--- config.mk ---
export PLATFORM = sky130hd
export DESIGN_NAME = smpq_cell
export DESIGN_NICKNAME = d
export VERILOG_FILES = /design/src/rtl/smpq_pkg.sv /design/src/rtl/smpq_cell.sv
export SDC_FILE = /design/constraint.sdc
export NUM_CORES = 1
export LEC_CHECK = 0
export BUFFER_PORTS_ARGS = -buffer_cell sky130_fd_sc_hd__clkbuf_2
export CELL_PAD_IN_SITES_DETAIL_PLACEMENT = 0
export CELL_PAD_IN_SITES_GLOBAL_PLACEMENT = 1
export CORE_ASPECT_RATIO = 2
export CORE_MARGIN = 5
export CORE_UTILIZATION = 30
export DETAILED_ROUTE_END_ITERATION = 12
export PLACE_DENSITY = 0.79
export SLEW_MARGIN = 10
export SYNTH_ARGS = -nofsm -noshare
export SYNTH_HDL_FRONTEND = slang
export SYNTH_SLANG_ARGS = --single-unit
--- constraint.sdc ---
create_clock -name clk -period 5.3 [get_ports clk]
set_clock_uncertainty 0.15 [all_clocks]
set_input_delay 0.795 -clock clk [delete_from_list [all_inputs] [get_ports clk]]
set_output_delay 0.795 -clock clk [all_outputs]
set_load 0.01 [all_outputs]
--- src/rtl/smpq_pkg.sv ---
// Shared types and constants for the sorted-array min-priority queue.
package smpq_pkg;

    localparam int DATA_W       = 32;
    localparam int OCC_W        = 11;
    localparam int CAPACITY_DEF = 1024;

    localparam logic MODE_INSERT = 1'b0;
    localparam logic MODE_REMOVE = 1'b1;

    typedef enum logic [1:0] {
        ST_INSERTED = 2'd0,
        ST_REMOVED  = 2'd1,
        ST_EMPTY    = 2'd2,
        ST_FULL     = 2'd3
    } status_t;

    typedef logic signed [DATA_W-1:0] data_t;

    // Broadcast from the controller to every cell.
    typedef struct packed {
        logic  insert;
        logic  remove;
        data_t value;
    } cell_ctrl_t;

endpackage

--- src/rtl/smpq_cell.sv ---
// One storage cell of the sorted chain: holds an entry, compares, shifts.
module smpq_cell (
    input  logic                clk,
    input  smpq_pkg::cell_ctrl_t ctrl,
    input  logic                occupied,
    input  smpq_pkg::data_t     left_entry,
    input  logic                left_gt,
    input  smpq_pkg::data_t     right_entry,
    output smpq_pkg::data_t     entry,
    output logic                gt
);
    import smpq_pkg::*;

    data_t entry_reg;
    data_t entry_next;

    // Slot lies at or after the insert position.
    assign gt    = !occupied || (entry_reg > ctrl.value);
    assign entry = entry_reg;

    always_comb
    begin
        priority if (ctrl.remove)
        begin
            entry_next = right_entry;
        end
        else if (ctrl.insert && gt)
        begin
            entry_next = left_gt ? left_entry : ctrl.value;
        end
        else
        begin
            entry_next = entry_reg;
        end
    end

    always_ff @(posedge clk)
    begin
        entry_reg <= entry_next;
    end

endmodule

==> results of run 1 <==
==> worst max-delay path, cell delays in order <==
cell and delay [ps]:
sky130_fd_sc_hd__clkbuf_2 90, sky130_fd_sc_hd__inv_1 50, sky130_fd_sc_hd__ha_1 320, sky130_fd_sc_hd__nand4_2 160, sky130_fd_sc_hd__nor4_2 330, sky130_fd_sc_hd__a211oi_1 120
sky130_fd_sc_hd__o211a_1 280, sky130_fd_sc_hd__o21ai_1 160, sky130_fd_sc_hd__clkbuf_2 160
==> cell families (layout without fill, tap and decap cells) <==
group	count (synthesis)	count (layout)	share of synthesized area, %
adders and majority gates	32	32	16.2
and+or+nand+nor	56	56	10.7
DFF	32	32	38.8
buffers and inverters	46	177	7.13
AOI/OAI and AO/OA	62	62	14.2
muxes	32	32	12.9
==> worst paths after layout <==
| kind | startpoint | endpoint | slack [ps] | cells past startpoint |
|---|---|---|---|---|
| worst min-delay path | right_entry[20] | entry[20] | 650 | 3 |
| worst min register to register | entry[2] | entry[4] | 1310 | 5 |
| worst max-delay path | ctrl[15] | gt | 1880 | 9 |
| worst max register to register | entry[15] | entry[17] | 2270 | 6 |
==> final cells by class <==
class / instances / area share [%]
Clock buffer: 7 / 3.93
Clock inverter: 1 / 0.111
Inverter: 35 / 3.89
Multi-Input combinational cell: 182 / 40.0
Sequential cell: 32 / 28.5
Tap cell: 98 / 3.64
Timing Repair Buffer: 134 / 20.0
==> through the flow <==
stage	hold WS (ps)	setup slack, ps	utilization [%]	power, mW
6_report	649	1880	41.3	0.846
5_1_grt	658	1740	41.3	0.907
4_1_cts	640	1850	41.3	0.865
3_5_place_dp	927	1670	39.6	0.589
3_3_place_gp	925	1790	39.6	0.583
2_1_floorplan	832	1370	-	0.475
==> cells in the mapped netlist (3+ instances only) <==
cell type,n,area share [%]
sky130_fd_sc_hd__a21o_1,3,0.91
sky130_fd_sc_hd__a21oi_1,14,2.8
sky130_fd_sc_hd__buf_2,3,0.61
sky130_fd_sc_hd__clkbuf_1,8,1.2
sky130_fd_sc_hd__edfxtp_1,32,39
sky130_fd_sc_hd__ha_1,32,16
sky130_fd_sc_hd__inv_1,35,5.3
sky130_fd_sc_hd__mux2i_1,32,13
sky130_fd_sc_hd__nand2_1,38,5.8
sky130_fd_sc_hd__nand3_1,5,1.0
sky130_fd_sc_hd__nand4_1,5,1.3
sky130_fd_sc_hd__o21ai_0,35,7.1
==> where the power goes <==
group,total [mW],switching [mW],internal [mW]
registers,0.337,0.0171,0.320
clock network,0.269,0.0962,0.172
logic,0.240,0.132,0.108
==> layer usage <==
metal	track usage, %	wire, µm
met1	12.5	2300
met2	26.9	3980
met3	3.27	527
met4	5.53	192
met5	0	0
==> flow_summary.toml, run 1 <==
[status]
outcome = "finished clean"

[yosys]
synth.avg_cell_area_um2 = 9.52
synth-edff-count = 32
warnings_synthesis = 0
register_bit_count_reported_by_yosys = 32
asyncSetResetFlopFracSynth_pct = 0
post_synth_num_cell_types = 25
seq_area_frac_synth_pct = 38.8
syn_nets = 393
summed_instance_area_of_the_synthesized_netlist_mm2 = 0.00247
syn_inst = 260
synthFlopType = "sky130_fd_sc_hd__edfxtp_1"

[cts]
numCtsBuffers = 5
cts_tree = "built"
cts.htree.levels = 2
cts_hold_repair.buffers = 0
clock_insertion_delay_worst_skew_ps = 270
root_driver = "sky130_fd_sc_hd__clkbuf_16"
clock_tree.buffer_depth = 2
clk_sinks = 32
number_of_gates_given_a_new_drive_strength_after_cts = 0
clk_slew_on_worst_s_h_paths_ps = 50
buffer_count_from_post_cts_setup_fixing = 0

[layout]
multi_input_comb_area_mm2 = 0.00135
post_layout_nonfiller_instances = 489
largest_reg_flops = 32
mostFrequentLayoutCell = "sky130_fd_sc_hd__clkbuf_2"
num_antenna_cells = 0
syn_to_final_growth_pct = 36.3
nNetsFinal = 523
drive_above_1_share_pct = 36.8
layout.cells.most_common_list = "133 x sky130_fd_sc_hd__clkbuf_2, 38 x sky130_fd_sc_hd__nand2_1, 35 x sky130_fd_sc_hd__inv_1, 35 x sky130_fd_sc_hd__o21ai_0"
fin_area_mm2 = 0.00337
fill_cells = 839
sequential_cell_area_um2 = 961

[detailed_routing]
drt-total-wl_mm = 7.00
num_vias = 2301
routed_wirelength_normalized_by_instance_count_um = 14.3
initialDrtViolationCount = 51
route.antenna.remaining_nets = 0
vias_per_cell = 4.71
post_detailed_route_drc_marker_count = 0
first_pass_iters = 4

[floorplan]
placement_rows = 47
floorplan_die_height_um = 138
die_outline_area_mm2 = 0.0103
chipWidth_um = 74.2
floorplan.initialDensity_pct = 30.3
fp.coreArea_mm2 = 0.00817
num_io_pins = 134

[global_route]
wire_length_of_the_first_global_routing_pass_mm = 10.8
grt_max_degree = 66
antenna_found_initial = 0
grt_util_all_layers_pct = 13.7
overflow = 0
grt_pass1_vias = 2423

[worst_setup_path]
worst_setup_path_end_kind = "output port"
criticalPathCategory = "input pin to output port"
worst-endpoint-arrival_ps = 2480
critical_path_peak_fanout = 3
timing.critical_path.from_type = "input pin"
crit_required_ps = 4360

[placement]
count_of_buffers_inserted_at_the_top_level_ports = 133
place_congestion = 0.727
place_area_mm2 = 0.00324
post_detailed_placement_half_perimeter_wirelength_mm = 5.80
post-place-cells = 481

[hold_path]
hp-class = "input pin to flop"

[timing]
worst_slew_margin_rel_pct = 25.2
post-route-period-util_pct = 64.6
clock_period_minus_final_worst_setup_slack_ps = 3420
timing_hold_violations_final = 0
setup_viol_count_final = 0
slew_at_the_pin_with_the_worst_max_slew_slack_ps = 1120
finalMaxSlewViolations = 0
grt_setup_unrepaired = "no"
final.setup.tns_ps = 0
clock.fmax_mhz = 292

[power_and_ir_drop]
power_density_mw_per_mm2 = 251
worst_ir_drop_vdd_uv = 198
total_leakage_power_nw = 1.81

[job]
cap_viol_max_count = 0
Note: power is estimated with default switching activity, not from simulation.
==> run 2, diff against run 1 <==
ABC_AREA = 1   (was unset)
CORE_UTILIZATION = 29   (was 30)
PLACE_DENSITY = 0.8   (was 0.79)
clock period = 3.1 ns   (was 5.3 ns; I/O delays follow)
==> flow_summary.toml, run 2 <==
[power_and_ir_drop]
power_density_mw_per_mm2 = 417
worst_ir_drop_vdd_uv = 284
power.combinational.fraction_pct = 28.4
sum_of_internal_switching_and_leakage_power_mw = 1.42
total_leakage_power_nw = 1.75
netSwitchingFraction_pct = 29.3
power_report.internal_total_mw = 1.01
p_clk_share_pct = 32.0
p_sw_mw = 0.418
share_seq_of_total_power_pct = 39.7

[global_route]
grt_pass1_vias = 2441
overflow = 0
grt_max_degree = 63
wire_length_of_the_first_global_routing_pass_mm = 11.1
grt_util_all_layers_pct = 13.6
antenna_found_initial = 0

[timing]
grt_setup_unrepaired = "no"
final.setup.tns_ps = 0
clock_period_minus_final_worst_setup_slack_ps = 2610
finalMaxSlewViolations = 0
clock.fmax_mhz = 383
post-route-period-util_pct = 84.2
setup_viol_count_final = 0
slew_at_the_pin_with_the_worst_max_slew_slack_ps = 1170
worst_slew_margin_rel_pct = 22.1
timing_hold_violations_final = 0
worst_slack_setup_final_ps = 489

[worst_setup_path]
worst-endpoint-arrival_ps = 2000
critical_path.top_delay_family = "simple AND/OR/NAND/NOR gates"
critical_path_peak_fanout = 4
worst_setup_path_end_kind = "output port"
crit_required_ps = 2480
cp_slowest_cell = "sky130_fd_sc_hd__edfxtp_1"
reg2reg_depth = 12
timing.critical_path.from_type = "flop"
path_cells = "ha_1 > nand2_1 > nor2_2 > nand2_2 > nor2_2 > nand2_1 > nand3_1 > nand3_2 > nand2_2 > clkbuf_2"
critical-path-max-stage-delay_ps = 400
path_depth = 10
path_buf_inv = 1
criticalPathCategory = "flop to output port"

[yosys]
summed_instance_area_of_the_synthesized_netlist_mm2 = 0.00252
post_synth_num_cell_types = 21
synthDominantAreaCellType = "sky130_fd_sc_hd__edfxtp_1"
asyncSetResetFlopFracSynth_pct = 0
yosysTopAreaCellShare_pct = 38.2
synth.avg_cell_area_um2 = 8.62
synthFlopType = "sky130_fd_sc_hd__edfxtp_1"
warnings_synthesis = 0
ys_top_cells_by_area = "sky130_fd_sc_hd__edfxtp_1 38%, sky130_fd_sc_hd__ha_1 16%, sky130_fd_sc_hd__nand2_1 10%, sky130_fd_sc_hd__o21a_1 9.2%, sky130_fd_sc_hd__o211ai_1 8.6%"
syn_inst = 292
post-synth-top-count-cell = "sky130_fd_sc_hd__nand2_1"
synth_top_cells_by_count = "69 x sky130_fd_sc_hd__nand2_1, 41 x sky130_fd_sc_hd__inv_1, 32 x sky130_fd_sc_hd__edfxtp_1, 32 x sky130_fd_sc_hd__ha_1, 31 x sky130_fd_sc_hd__o21a_1"
syn_nets = 425
seq_area_frac_synth_pct = 38.2
synth-edff-count = 32
register_bit_count_reported_by_yosys = 32

[detailed_routing]
post_detailed_route_drc_marker_count = 0
initialDrtViolationCount = 74
drt-total-wl_mm = 7.41
vias_per_cell = 4.67
first_pass_iters = 4
route.antenna.remaining_nets = 0
routed_wirelength_normalized_by_instance_count_um = 14.2
num_vias = 2439

[floorplan]
fp.coreArea_mm2 = 0.00859
chipWidth_um = 75.9
num_io_pins = 134
floorplan_die_height_um = 142
floorplan.initialDensity_pct = 29.3
die_outline_area_mm2 = 0.0108
placement_rows = 48

[cts]
buffer_count_from_post_cts_setup_fixing = 0
clock_tree.buffer_depth = 2
cts_hold_repair.buffers = 0
numCtsBuffers = 5
number_of_gates_given_a_new_drive_strength_after_cts = 0
cts_tree = "built"
cts.htree.levels = 2
clock_insertion_delay_worst_skew_ps = 270
root_driver = "sky130_fd_sc_hd__clkbuf_16"
clk_slew_on_worst_s_h_paths_ps = 50
clk_sinks = 32

[layout]
layout.cells.most_common_list = "133 x sky130_fd_sc_hd__clkbuf_2, 69 x sky130_fd_sc_hd__nand2_1, 41 x sky130_fd_sc_hd__inv_1"
postLayoutCoreUtil_pct = 39.7
nNetsFinal = 555
largest_reg_flops = 32
num_antenna_cells = 0
drive_above_1_share_pct = 35.5
syn_to_final_growth_pct = 35.6
fill_cells = 926
mostFrequentLayoutCell = "sky130_fd_sc_hd__clkbuf_2"
fin_area_mm2 = 0.00341

[hold_path]
hold_depth = 2
hp-class = "input pin to flop"

[status]
outcome = "finished clean"

[placement]
count_of_buffers_inserted_at_the_top_level_ports = 133
place_area_mm2 = 0.00328
post_detailed_placement_half_perimeter_wirelength_mm = 6.17
place_congestion = 0.757
place_worst_setup_slack_ps = 375

[job]
cap_viol_max_count = 0
## run 2: cell types whose count changed after synthesis, sizes merged, moves of 7 or more
| cell | change |
|---|---|
| inv | +7 |
| mux2i | -32 |
| nand2 | +33 |
| nor2 | +10 |
| o211ai | +29 |
| o21a | +30 |
| o21ai | -35 |
## run 2: worst paths after layout
kind	from	to	slack [ps]
max	entry[31]	gt	490
min	right_entry[23]	entry[23]	310
max reg2reg	entry[31]	entry[8]	630
min reg2reg	entry[31]	entry[3]	1170
## run 2: power groups by stage
stage | Combinational (mW) | Clock, mW | Sequential (mW)
floorplan | 0.217 | 0 | 0.592
global placement | 0.408 | 0 | 0.574
detailed placement | 0.414 | 0 | 0.575
CTS | 0.416 | 0.470 | 0.567
global route | 0.461 | 0.489 | 0.572
finish | 0.404 | 0.455 | 0.566
## run 2: kinds of logic after synthesis
kind of cell	Yosys count	share of synthesized area (%)
AO/OA/AOI/OAI	83	22.7
AND/OR/NAND/NOR	90	15.0
adder cells (fa/ha/maj)	32	15.9
flip-flops	32	38.2
buffers and inverters	55	8.25
## run 2: worst register-to-register path, delay by kind of cell (launching register included)
kind | cells | cell delay (ps)
adder cells (fa/ha/maj) | 1 | 380
buffers and inverters | 1 | 290
flip-flops | 1 | 400
AND/OR/NAND/NOR | 10 | 920
## run 2: final cells by class
class                      count  area, µm²  area share, %
tap                          100        125           3.67
inverter                      42        158           4.62
sequential                    32        961           28.2
clock inverter                 2       7.51          0.220
clock buffer                   5        125           3.67
timing repair buffer         136        688           20.2
multi-input combinational    205       1350           39.5
## run 2: routing by layer
metal	wire length, µm	GRT usage (%)	vias to the layer above
met5	0	0	-
met4	141	4.79	0
met3	431	1.77	9
met2	4380	27.8	79
met1	2460	12.5	1081
li1	-	-	1270
## run 2: metrics by stage
| stage | instances | hold slack, ps |
|---|---|---|
| detailed placement | 515 | 589 |
| global route | 522 | 307 |
| finish | 522 | 313 |
| floorplan | 292 | 501 |
| global placement | 515 | 591 |
| CTS | 522 | 305 |
